## config.mk

```make
export PLATFORM = sky130hd
export DESIGN_NAME = disjoint_cover_set_evaluator_top
export DESIGN_NICKNAME = d
export VERILOG_FILES = /design/src/sv/dcse_pkg.sv /design/src/sv/dcse_in_stage.sv /design/src/sv/dcse_accum.sv /design/src/sv/disjoint_cover_set_evaluator_top.sv
export SDC_FILE = /design/constraint.sdc
export NUM_CORES = 1
export LEC_CHECK = 0
export ABC_AREA = 0
export BUFFER_PORTS_ARGS = -buffer_cell sky130_fd_sc_hd__buf_2
export CAP_MARGIN = 25
export CELL_PAD_IN_SITES_DETAIL_PLACEMENT = 0
export CELL_PAD_IN_SITES_GLOBAL_PLACEMENT = 1
export CORE_ASPECT_RATIO = 0.7
export CORE_UTILIZATION = 25
export CTS_CLUSTER_DIAMETER = 60
export DETAILED_ROUTE_END_ITERATION = 10
export PLACE_DENSITY = 0.47
export SLEW_MARGIN = 20
export SYNTH_ARGS = -nofsm -noshare
export SYNTH_HDL_FRONTEND = slang
export SYNTH_HIERARCHICAL = 1
export SYNTH_SLANG_ARGS = --single-unit
```

## constraint.sdc

```tcl
create_clock -name clk -period 14 [get_ports clk]
set_clock_uncertainty 0.15 [all_clocks]
set_input_delay 2.8 -clock clk [delete_from_list [all_inputs] [get_ports clk]]
set_output_delay 2.8 -clock clk [all_outputs]
set_load 0.02 [all_outputs]
```

## src/sv/dcse_pkg.sv

```systemverilog
// ----------------------------------------------------------------------------
// dcse_pkg
// Types, constants and helper functions for the disjoint cover set evaluator.
// ----------------------------------------------------------------------------
package dcse_pkg;

  localparam int MAX_TARGETS = 64;
  localparam int LIFE_W      = 16;
  localparam int PRICE_W     = 16;
  localparam int SUM_W       = 24;
  localparam int COUNT_W     = 9;
  localparam int TCOUNT_W    = 7;

  localparam logic [SUM_W-1:0]   SUM_MAX   = {SUM_W{1'b1}};
  localparam logic [COUNT_W-1:0] COUNT_MAX = {COUNT_W{1'b1}};
  localparam logic [LIFE_W-1:0]  LIFE_INIT = {LIFE_W{1'b1}};

  typedef logic [MAX_TARGETS-1:0] mask_t;

  // One sensor transaction
  typedef struct packed {
    logic [LIFE_W-1:0]  lifetime;
    logic [PRICE_W-1:0] price;
    mask_t              coverage_mask;
    logic               last_sensor;
  } in_item_t;

  // One result transaction
  typedef struct packed {
    logic               set_closed;
    logic [COUNT_W-1:0] cover_set_count;
    logic [SUM_W-1:0]   total_lifetime;
    logic [SUM_W-1:0]   total_price;
    logic               done_res;
  } out_item_t;

  // Mask of targets 0..n-1, with n clamped to MAX_TARGETS
  function automatic mask_t need_mask_f(input logic [TCOUNT_W-1:0] tcount);
    logic [TCOUNT_W-1:0] n;
    mask_t               m;
    n = (tcount > TCOUNT_W'(MAX_TARGETS)) ? TCOUNT_W'(MAX_TARGETS) : tcount;
    for (int j = 0; j < MAX_TARGETS; j++) begin
      m[j] = (TCOUNT_W'(j) < n);
    end
    return m;
  endfunction

  // 24-bit add that sticks at all ones
  function automatic logic [SUM_W-1:0] sat_add_f(input logic [SUM_W-1:0] a,
                                                 input logic [SUM_W-1:0] b);
    logic [SUM_W:0] s;
    s = {1'b0, a} + {1'b0, b};
    return s[SUM_W] ? SUM_MAX : s[SUM_W-1:0];
  endfunction

endpackage

```

## src/sv/dcse_in_stage.sv

```systemverilog
// ----------------------------------------------------------------------------
// dcse_in_stage
// Input register: captures one sensor transaction and holds it until the
// evaluation stage takes it.
// ----------------------------------------------------------------------------
module dcse_in_stage (
  input  logic               clk,
  input  logic               rst_n,
  input  logic               in_valid,
  output logic               in_stall,
  input  dcse_pkg::in_item_t in_data,
  input  logic               take,      // evaluation stage consumes the held item
  output logic               hold_valid,
  output dcse_pkg::in_item_t hold_data
);
  import dcse_pkg::*;

  logic     valid_r, valid_nxt;
  in_item_t data_r;
  logic     load;

  // Stall only while holding an item that is not being taken
  assign in_stall = valid_r && !take;
  assign load     = in_valid && !in_stall;

  always_comb begin
    valid_nxt = valid_r;
    if (load) begin
      valid_nxt = 1'b1;
    end else if (take) begin
      valid_nxt = 1'b0;
    end
  end

  always_ff @(posedge clk) begin
    if (!rst_n) begin
      valid_r <= 1'b0;
    end else begin
      valid_r <= valid_nxt;
    end
  end

  // Payload, no reset
  always_ff @(posedge clk) begin
    if (load) begin
      data_r <= in_data;
    end
  end

  assign hold_valid = valid_r;
  assign hold_data  = data_r;

endmodule

```

## src/sv/dcse_accum.sv

```systemverilog
// ----------------------------------------------------------------------------
// dcse_accum
// Cover set accumulator: open set state, running totals and the result of
// the sensor being evaluated.
// ----------------------------------------------------------------------------
module dcse_accum (
  input  logic                clk,
  input  logic                rst_n,
  input  logic                cfg_we,
  input  logic [6:0]          cfg_wdata,
  input  logic                fire,     // evaluate item and commit state
  input  dcse_pkg::in_item_t  item,
  output dcse_pkg::out_item_t result
);
  import dcse_pkg::*;

  // Configured target mask
  mask_t need_r;

  // Open set
  mask_t              cov_r,   cov_nxt;
  logic [LIFE_W-1:0]  min_r,   min_nxt;
  logic [SUM_W-1:0]   psum_r,  psum_nxt;
  // Totals
  logic [COUNT_W-1:0] cnt_r,   cnt_nxt;
  logic [SUM_W-1:0]   tlife_r, tlife_nxt;
  logic [SUM_W-1:0]   tprice_r, tprice_nxt;

  logic               live, closed;
  mask_t              cov_upd;
  logic [LIFE_W-1:0]  min_upd;
  logic [SUM_W-1:0]   psum_upd;
  logic [COUNT_W-1:0] cnt_upd;
  logic [SUM_W-1:0]   tlife_upd, tprice_upd;

  // Target mask register, kept from the last write
  always_ff @(posedge clk) begin
    if (!rst_n) begin
      need_r <= need_mask_f(TCOUNT_W'(MAX_TARGETS));
    end else if (cfg_we) begin
      need_r <= need_mask_f(cfg_wdata);
    end
  end

  // Candidate updates for a live sensor
  always_comb begin
    live       = (item.lifetime != '0);
    cov_upd    = cov_r | (item.coverage_mask & need_r);
    min_upd    = (item.lifetime < min_r) ? item.lifetime : min_r;
    psum_upd   = sat_add_f(psum_r, SUM_W'(item.price));
    closed     = live && (cov_upd == need_r);
    cnt_upd    = (cnt_r < COUNT_MAX) ? cnt_r + COUNT_W'(1) : cnt_r;
    tlife_upd  = sat_add_f(tlife_r, SUM_W'(min_upd));
    tprice_upd = sat_add_f(tprice_r, psum_upd);
  end

  // Result, reporting totals including a set closed here
  always_comb begin
    result.set_closed      = closed;
    result.cover_set_count = closed ? cnt_upd    : cnt_r;
    result.total_lifetime  = closed ? tlife_upd  : tlife_r;
    result.total_price     = closed ? tprice_upd : tprice_r;
    result.done_res        = item.last_sensor;
  end

  // Next state
  always_comb begin
    cov_nxt    = cov_r;
    min_nxt    = min_r;
    psum_nxt   = psum_r;
    cnt_nxt    = cnt_r;
    tlife_nxt  = tlife_r;
    tprice_nxt = tprice_r;
    priority if (item.last_sensor) begin
      cov_nxt    = '0;
      min_nxt    = LIFE_INIT;
      psum_nxt   = '0;
      cnt_nxt    = '0;
      tlife_nxt  = '0;
      tprice_nxt = '0;
    end else if (closed) begin
      cov_nxt    = '0;
      min_nxt    = LIFE_INIT;
      psum_nxt   = '0;
      cnt_nxt    = cnt_upd;
      tlife_nxt  = tlife_upd;
      tprice_nxt = tprice_upd;
    end else if (live) begin
      cov_nxt    = cov_upd;
      min_nxt    = min_upd;
      psum_nxt   = psum_upd;
    end
  end

  always_ff @(posedge clk) begin
    if (!rst_n) begin
      cov_r    <= '0;
      min_r    <= LIFE_INIT;
      psum_r   <= '0;
      cnt_r    <= '0;
      tlife_r  <= '0;
      tprice_r <= '0;
    end else if (fire) begin
      cov_r    <= cov_nxt;
      min_r    <= min_nxt;
      psum_r   <= psum_nxt;
      cnt_r    <= cnt_nxt;
      tlife_r  <= tlife_nxt;
      tprice_r <= tprice_nxt;
    end
  end

endmodule

```

## src/sv/disjoint_cover_set_evaluator_top.sv

```systemverilog
// ----------------------------------------------------------------------------
// disjoint_cover_set_evaluator_top
// Scores one sensor ordering by greedily forming disjoint target cover sets.
//
//   channel | direction | handshake          | payload
//   --------+-----------+--------------------+----------------------
//   in_     | input     | in_valid/in_stall  | in_data  (in_item_t)
//   out_    | output    | out_valid/out_stall| out_data (out_item_t)
//   cfg_    | input     | cfg_we             | cfg_wdata (target count)
//
// One transaction per cycle sustained while out_stall is low; a sensor is
// accepted into the input register, then evaluated into the result register,
// from which its result is taken. The set update is combinational between
// the two registers.
// Reset (rst_n low, synchronous) clears the set, the totals and sets the
// target count to 64. out_stall holds the result register, which stalls the
// input register; in_stall rises only while the input register is full.
// ----------------------------------------------------------------------------
module disjoint_cover_set_evaluator_top (
  input  logic                clk,
  input  logic                rst_n,
  input  logic                in_valid,
  output logic                in_stall,
  input  dcse_pkg::in_item_t  in_data,
  output logic                out_valid,
  input  logic                out_stall,
  output dcse_pkg::out_item_t out_data,
  input  logic                cfg_we,
  input  logic [6:0]          cfg_wdata
);
  import dcse_pkg::*;

  logic      hold_valid;
  in_item_t  hold_data;
  logic      adv;
  logic      fire;
  out_item_t result;
  logic      out_valid_r, out_valid_nxt;
  out_item_t out_data_r;

  // Result register can load when empty or being drained
  assign adv  = !out_valid_r || !out_stall;
  assign fire = hold_valid && adv;

  dcse_in_stage u_in_stage (
    .clk        (clk),
    .rst_n      (rst_n),
    .in_valid   (in_valid),
    .in_stall   (in_stall),
    .in_data    (in_data),
    .take       (fire),
    .hold_valid (hold_valid),
    .hold_data  (hold_data)
  );

  dcse_accum u_accum (
    .clk       (clk),
    .rst_n     (rst_n),
    .cfg_we    (cfg_we),
    .cfg_wdata (cfg_wdata),
    .fire      (fire),
    .item      (hold_data),
    .result    (result)
  );

  // Result register
  always_comb begin
    out_valid_nxt = out_valid_r;
    if (adv) begin
      out_valid_nxt = hold_valid;
    end
  end

  always_ff @(posedge clk) begin
    if (!rst_n) begin
      out_valid_r <= 1'b0;
    end else begin
      out_valid_r <= out_valid_nxt;
    end
  end

  always_ff @(posedge clk) begin
    if (fire) begin
      out_data_r <= result;
    end
  end

  assign out_valid = out_valid_r;
  assign out_data  = out_data_r;

  // Assertions
  a_stall_only_when_full: assert property (@(posedge clk) disable iff (!rst_n)
    in_stall |-> hold_valid)
    else $error("input stalled with an empty input register");

  a_closed_count_nonzero: assert property (@(posedge clk) disable iff (!rst_n)
    (out_valid && out_data.set_closed) |-> (out_data.cover_set_count != '0))
    else $error("closed set reported with zero count");

  a_zero_count_zero_totals: assert property (@(posedge clk) disable iff (!rst_n)
    (out_valid && out_data.cover_set_count == '0) |->
      (out_data.total_lifetime == '0 && out_data.total_price == '0))
    else $error("totals nonzero with no closed set");

  a_fire_loads_result: assert property (@(posedge clk) disable iff (!rst_n)
    fire |=> out_valid)
    else $error("evaluated transaction did not reach the result register");

endmodule
```

# Word level (Yosys, flattened, before mapping)
# Cells that the tools add are included.
# totals
inputBits,109
out_inout_bits,61
regBits,383
word_cells,128
# classes
n_reduce_logical,13
mux,23
n_addsub,4
eq_ne,1
magnitude_cmp,67
n_bitwise,2
# ops
operator,count
$mux W24,10
$lt A6 B7 Y1 const A,32
$mux W64,3
$lt A5 B7 Y1 const A,16
$and A64 B64 Y64,1
$eq A64 B64 Y1,1
$mux W16,4
$or A64 B64 Y64,1
$lt A4 B7 Y1 const A,8
$add A24 B16 Y25,2
$lt A3 B7 Y1 const A,4
$mux W9,3
$add A24 B24 Y25,1
$lt A16 B16 Y1,1
$reduce_bool A16 Y1,1
$lt A1 B7 Y1 const A,2
$lt A2 B7 Y1 const A,2
$add A9 B1 Y9 const B,1
$lt A9 B9 Y1 const B,1
$gt A7 B7 Y1 const B,1
$mux W7,1
$logic_and A1 B1 Y1,4
$logic_not A1 Y1,4
$reduce_bool A3 Y1,1
other kinds (4),5

# Longest topological paths before layout
# Gate-level depths: netlist (run 1).
# logic_depth
ltp_word,8
depth_mapped,24
mapped_depth_nobuf,22

# Modules after synthesis
# The synthesis (run 1) kept the hierarchy.
# modules_own_cells
mod,seq_area_each_um2,n_inst,area_each_um2,cells_each
dcse_accum,4504.3,1,13964.6,1726
dcse_in_stage,2932.8,1,2960.3,101
disjoint_cover_set_evaluator_top,1791.7,1,1810.5,63

# Worst setup path before layout (run 1)
# Ideal clock, no wire load.
# synth_path
path_type,input-to-reg
startpoint,input port out_stall
endpoint,"register u_in_stage.data_r, in the netlist u_in_stage/hold_data[0] (enable)"
t_arrival_ps,12424
path_stages,3
slack_ps,866
path_cell_list,a21boi_0 nor2b_4 nor2b_1
# synth_between
elab_chain_len,7
# synth_lines
element,line_no,rtl
start: declaration,disjoint_cover_set_evaluator_top.sv:26,"input logic out_stall,"
$logic_not A1 Y1,disjoint_cover_set_evaluator_top.sv:42,assign adv = !out_valid_r || !out_stall;
$logic_or A1 B1 Y1,disjoint_cover_set_evaluator_top.sv:42,
$logic_and A1 B1 Y1,disjoint_cover_set_evaluator_top.sv:43,assign fire = hold_valid && adv;
$logic_not A1 Y1,dcse_in_stage.sv:23,assign in_stall = valid_r && !take;
$logic_and A1 B1 Y1,dcse_in_stage.sv:23,
named net in_stall,disjoint_cover_set_evaluator_top.sv:23,"output logic in_stall,"
$logic_not A1 Y1,dcse_in_stage.sv:24,assign load = in_valid && !in_stall;
$logic_and A1 B1 Y1,dcse_in_stage.sv:24,
named net u_in_stage.load,dcse_in_stage.sv:20,logic load;
end signal: assignment,dcse_in_stage.sv:46,data_r <= in_data;
end: declaration,dcse_in_stage.sv:19,in_item_t data_r;
# The timed path passes the listed nets, and every way through them passes these cells.
# A chain may end at the register's enable or synchronous reset.

# Worst setup path after layout (run 1)
# layout_path
startpoint,input port out_stall
endpoint,output port in_stall
# layout_between
elab_chain_len,5
# layout_lines
element,line_no,rtl
$logic_not A1 Y1,disjoint_cover_set_evaluator_top.sv:42,
$logic_or A1 B1 Y1,disjoint_cover_set_evaluator_top.sv:42,
$logic_and A1 B1 Y1,disjoint_cover_set_evaluator_top.sv:43,
named net fire,disjoint_cover_set_evaluator_top.sv:36,logic fire;
$logic_not A1 Y1,dcse_in_stage.sv:23,
$logic_and A1 B1 Y1,dcse_in_stage.sv:23,
end: declaration,disjoint_cover_set_evaluator_top.sv:23,
# The timed path passes the listed nets, and every way through them passes these cells.

==> metrics, run 1 <==
status finished, violations left; failing checks design-rule violations; Crit path required time 11050 ps; placed cells 2958; Lkg Pwr 8.79 nW; Worst R2R Start u_in_stage/hold_data[65]$_DFFE_PP_; Worst slew margin 0.338; register area share after synthesis 0.493; Post CTS Setup Buffer Count 0; Reg2Reg Setup Slack 7540 ps; FP Rows 83; Synth async-reset ratio 0; post-DP HPWL 47200 µm; Area contributors post-synth edfxtp_1 (25%), dfxtp_1 (24%), ha_1 (5.0%); Cell variety after synth 83; hold buffer count at CTS 0; Max Cap Violations 0; Hold Path Class flip-flop to flip-flop; I/O Buffers 169; capturing element type of the critical path primary output; Final Slew Violations 0; Max Freq 150 MHz; gr usage total 0.169; Starting DRT DRC Count 1086; CTS tree built; Ys Warns 6; area grow syn2layout 18.8%; Final period util 0.478; crit start category input port; setup tns final 0 ps; maximum clock insertion buffer count 3; min-delay src u_accum/min_r[7]$_SDFFE_PN1P_; vias in the first global route 14500; multi-input gate area in the final layout 8860 µm²; Total Routed Length 65500 µm; Period minus WS final 6690 ps; largest net degree at the start of global routing 130; Worst VDD drop 0.0000816 V; most frequent cells in the layout dfxtp_1 (227), buf_2 (168), edfxtp_1 (156); drt drc 12; crit path kind input port to primary output; Post-synth top flop dfxtp_1; Syn Area/Cell 9.91 µm²; crit path max fanout 15; H-tree levels 2; Final Setup Violations 0; commonest non-fill, non-tap cell in the layout dfxtp_1; first-pass GRT wire length 96400 µm; vias per inst 4.99; Hold WS 314 ps; CP arrival 3740 ps; NumNets Final 2220; Post-DRT Antenna Nets 0; CTS Buf Count 48; layout cells sized above 1 0.147; register area 9230 µm²; worst reg-to-reg path cell count 21; Cell Area, Synth 18700 µm²; Mapped Cells 1890; number of synthesized flops with an enable pin 156; Crit Reg-Reg Endpoint u_accum/tprice_r[16]$_SDFFE_PN0P_; Starting Density 0.254; root buffer cell clkbuf_16; clock latency on the worst-skew pair 620 ps; area share of the largest cell type after synthesis 0.250; Final Hold Viols 0; Fillers 7665; Placer Congestion 0.817; I/O pins 170; CTS Sinks 383; antenna violations before repair 6; dominant cell type by area after synthesis edfxtp_1; DR vias 15200; Vert. Die Dim 231 µm; Worst-Margin Slew 993 ps; pwr dens 127 nW/µm²; worst hold stages 1; Finished Layout Cells 3052; chip width 329 µm; grt total ovfl 0; Post-Syn Nets 2077; die area 76100 µm²; Synth Register Bits 383; RSZ-0062 raised after global routing false; wire per inst 21.4 µm; Core Region 73700 µm²; Post-CTS Resized 0; WHS Endpoint u_accum/min_r[7]$_SDFFE_PN1P_; clock-pin slew on the worst setup and hold paths 60 ps; drt pass-1 iters 8
kinds of logic after synthesis:
family,synth area share
adders and majority gates,0.0533
xor gates and xnor gates,0.0243
muxes,0.00634
buffers and inverters,0.0369
DFF,0.493
AOI/OAI and AO/OA,0.205
and+or+nand+nor,0.181
power by group:
group | internal, mW | switching [mW] | total (mW)
clock | 0.769 | 0.536 | 1.30
combinational | 0.0971 | 0.178 | 0.275
sequential | 1.21 | 0.0376 | 1.25
total | 2.08 | 0.752 | 2.83
per-layer routing:
metal / wire length (µm) / GRT usage / vias to the layer above
met4: 1150 / 0.0394 / 2
met3: 4490 / 0.0351 / 78
met5: 12 / 0 / -
met2: 25400 / 0.226 / 399
met1: 34400 / 0.269 / 7433
li1: - / - / 7325
synthesized netlist by cell type, types with 7 or more instances:
master and count:
a211oi_1 14, a21boi_0 14, a21o_1 23, a21oi_1 116
a22o_1 33, a31oi_1 11, a32oi_1 64, and2_1 16
and3_1 11, and4_1 8, buf_1 10, buf_2 18
clkbuf_1 62, dfxtp_1 227, edfxtp_1 156, ha_1 75
inv_1 79, mux2_2 7, nand2_1 153, nand2b_1 30
nand3_1 31, nand4_1 15, nor2_1 133, nor2b_1 129
nor3_1 17, nor3b_1 36, nor4_1 29, o211ai_1 11
o21a_1 23, o21ai_0 105, o221ai_1 15, o22a_1 22
o32a_1 7, o32ai_1 9, or2_2 11, or3_1 8
xnor2_1 28, xor2_1 24
worst max-delay path, cell delays in order:
cell	delay, ps
buf_2	110
a21boi_4	50
buf_4	220
nor2b_4	300
buf_2	230
sequential cells by signal, summed over array words and instances, names as in the netlist:
name                   cells
out_data                  59
u_accum/psum_r            24
u_accum/min_r             16
u_accum/need_r            64
out_valid                  1
u_accum/tprice_r          24
u_in_stage/hold_valid      1
u_accum/tlife_r           24
u_accum/cov_r             64
u_accum/cnt_r              9
u_in_stage/hold_data      97
worst max path at each step:
stage | cells after the start | from | slack (ps) | to
after floorplan | 3 | out_stall | 870 | u_in_stage/hold_data[0]$_DFFE_PP_
after global placement | 5 | out_stall | 7320 | in_stall
after detailed placement | 5 | out_stall | 7320 | in_stall
after CTS | 5 | out_stall | 7320 | in_stall
after global routing | 20 | u_in_stage/hold_data[65]$_DFFE_PP_ | 7010 | out_data[23]$_DFFE_PP_
final | 5 | out_stall | 7310 | in_stall
per-stage QoR:
| stage | area (µm²) | utilization | power [mW] | worst slack, ps |
|---|---|---|---|---|
| after floorplan | 18700 | - | 1.44 | 866 |
| after CTS | 22200 | 0.301 | 2.88 | 7320 |
| after detailed placement | 20600 | 0.279 | 1.55 | 7320 |
| after global placement | 20600 | 0.279 | 1.55 | 7320 |
| after global routing | 22200 | 0.302 | 2.95 | 7010 |
| final | 22300 | 0.302 | 2.83 | 7310 |
area by class of cell:
| type | count | area share |
|---|---|---|
| flip-flops and latches | 383 | 0.415 |
| clock inverters | 35 | 0.0159 |
| clock buffers | 55 | 0.0575 |
| well taps | 977 | 0.0549 |
| inverters | 79 | 0.0133 |
| multi-input cells | 1334 | 0.398 |
| repair buffers | 187 | 0.0453 |
| diodes | 2 | 0.000225 |
(Power assumes the default switching activity.)
==> run 2: changes to the inputs <==
Clock period 14 ns to 6.5 ns, I/O delays scaled along.
==> run 2 against run 1 <==
Compared with the run above: the flow still finishes with violations (design-rule violations); cell count increased by 0.20%; hold slack got worse by 3.3 ps; clock-buffer cell count increased by 10; total power increased by 120%; non-clock buffer count increased by 6; sequential cell count unchanged; global-route usage about the same; critical endpoint is now u_accum/tprice_r[13]$_SDFFE_PN0P_; largest power group unchanged.
==> metrics, run 2 (same netlist as run 1, synthesis figures left out) <==
status finished, violations left; failing checks design-rule violations; setup tns final 0 ps (unchanged); Flop pwr share 0.438 (-0.004); pwr dens 275 nW/µm² (+120%); crit path max fanout 14 (-1); Max Freq 166 MHz; CTS tree built; Final Setup Violations 0 (unchanged); P_int 4.53 mW (+120%); CTS Buf Count 48 (unchanged); FP Rows 83 (unchanged); die area 76100 µm² (unchanged); wire per inst 21.4 µm (-0.11%); number of flip-flops in the largest register 97 (unchanged); clock-pin slew on the worst setup and hold paths 60 ps (about the same); drt pass-1 iters 8 (unchanged); drt drc 20 (+8); Top Metal Used met5; Total Routed Length 65500 µm (about the same); first-pass GRT wire length 96900 µm (+0.58%); antenna violations before repair 2 (-4); Placer Congestion 0.878 (+7.4%); Tot Pwr 6.15 mW (+120%); largest net degree at the start of global routing 65 (-50%); layout cells sized above 1 0.150 (+0.00294); routed length on met1 36000 µm (+4.9%); met2 WL 25000 µm (-1.7%); crit start category flip-flop; Sw Pwr 1.62 mW (+120%); Final Hold Viols 0 (unchanged); post-DP HPWL 48200 µm (+2.2%); I/O pins 170 (unchanged); I/O Buffers 169 (unchanged); Core Region 73700 µm² (unchanged); chip width 329 µm (unchanged); Starting Density 0.254 (unchanged); Finished Layout Cells 3058 (+0.20%); maximum clock insertion buffer count 3 (unchanged); H-tree levels 2 (unchanged); post-layout util 0.303 (+0.00151); CP arrival 6350 ps (+2610 ps); Post-CTS Resized 0 (unchanged); Crit path required time 6830 ps (-4220 ps); capturing element type of the critical path flip-flop; Final period util 0.926; met3 wire length 3400 µm (-24%); Period minus WS final 6020 ps; Worst VDD drop 0.000145 V (+77%); DR vias 15300 (+0.21%); Fillers 7764 (+1.3%); Starting DRT DRC Count 1064 (-2.0%); NumNets Final 2226 (+0.27%); CTS Sinks 383 (unchanged); Logic pwr share 0.098 (about the same); Post-DRT Antenna Nets 0 (unchanged); placed cells 2965 (+0.24%); RSZ-0062 raised after global routing false; area grow syn2layout 19.4%; most frequent cells in the layout dfxtp_1 (227), buf_2 (168), edfxtp_1 (156); gr usage total 0.169 (-0.000395); clock latency on the worst-skew pair 600 ps (-20 ps); hold buffer count at CTS 0 (unchanged); grt total ovfl 0 (unchanged); Max Cap Violations 0 (unchanged); root buffer cell clkbuf_16; multi-input gate area in the final layout 8850 µm² (about the same); vias per inst 4.99 (about the same); Worst slew margin 0.254 (-0.0837); vias in the first global route 14600 (+0.86%); Placed Area 20600 µm² (+0.31%); Final Instance Area 22400 µm² (+0.50%); Clock Power Share 0.465 (+0.004); Worst-Margin Slew 1120 ps (+123 ps); Final Slew Violations 0 (unchanged); commonest non-fill, non-tap cell in the layout dfxtp_1; Lkg Pwr 8.85 nW (+0.69%); register area 9230 µm² (unchanged); Hold Path Class flip-flop to flip-flop; Post CTS Setup Buffer Count 0 (unchanged); Vert. Die Dim 231 µm (unchanged); crit path kind flip-flop to flip-flop; Sw Share 0.263 (-0.00269)
==> run 2: changes by cell type in the layout (fill, tap and decap cells not counted), moves of 2 or more <==
cell	change
clkbuf_16	+2
clkbuf_1	+5
buf_12	-2
clkinv_2	-3
buf_16	+2
clkbuf_8	+2
clkinv_1	-8
buf_4	+3
buf_6	+2
==> run 2: per-stage QoR <==
stage | setup slack (ps) | hold WS, ps
after floorplan | 1060 | 286
after global placement | 691 | 293
after detailed placement | 485 | 300
after CTS | 465 | 314
after global routing | 30.0 | 326
final | 483 | 311
==> run 2: final cells by class <==
cell class                      instances  share of cell area
Inverter                               79              0.0133
Timing Repair Buffer                  193              0.0479
Sequential cell                       383               0.413
Clock inverter                         25              0.0136
Multi-Input combinational cell       1334               0.396
Antenna cell                            2            0.000224
Clock buffer                           65              0.0618
Tap cell                              977              0.0547
==> run 2: critical path, stage by stage, from the launching register on <==
cell and delay (ps):
edfxtp_1 370, ha_1 240, fa_1 410, a21o_1 180, a211oi_1 340, or3_1 220
a21oi_1 130, o2111ai_1 310, or3_1 300, nand2b_1 130, ha_1 230, inv_1 80
fa_1 200, nor2b_1 70, o31a_1 290, o21bai_2 250, o21ai_1 230, a221oi_1 580
o2111ai_2 530, nor2_1 330, o21ai_0 120, a21o_1 210
==> run 2: worst paths after layout <==
check	start	endpoint	slack, ps	cells after the start
max	u_in_stage/hold_data[65]$_DFFE_PP_	u_accum/tprice_r[13]$_SDFFE_PN0P_	480	21
min	u_accum/min_r[6]$_SDFFE_PN1P_	u_accum/min_r[6]$_SDFFE_PN1P_	310	1
max reg2reg	u_in_stage/hold_data[65]$_DFFE_PP_	u_accum/tprice_r[13]$_SDFFE_PN0P_	480	21
min reg2reg	u_accum/min_r[6]$_SDFFE_PN1P_	u_accum/min_r[6]$_SDFFE_PN1P_	310	1
==> run 2: power groups by stage <==
stage	registers (mW)	logic [mW]	clock network, mW
finish	2.69	0.600	2.86
global route	2.70	0.658	3.06
CTS	2.69	0.601	2.96
detailed placement	2.74	0.598	0
global placement	2.74	0.596	0
floorplan	2.73	0.359	0
==> run 2: metal layers <==
metal  vias to the layer above  global-route usage
li1                       7343                   -
met1                      7482               0.276
met2                       370               0.222
met3                        70              0.0287
met4                         4              0.0378
met5                         -                   0
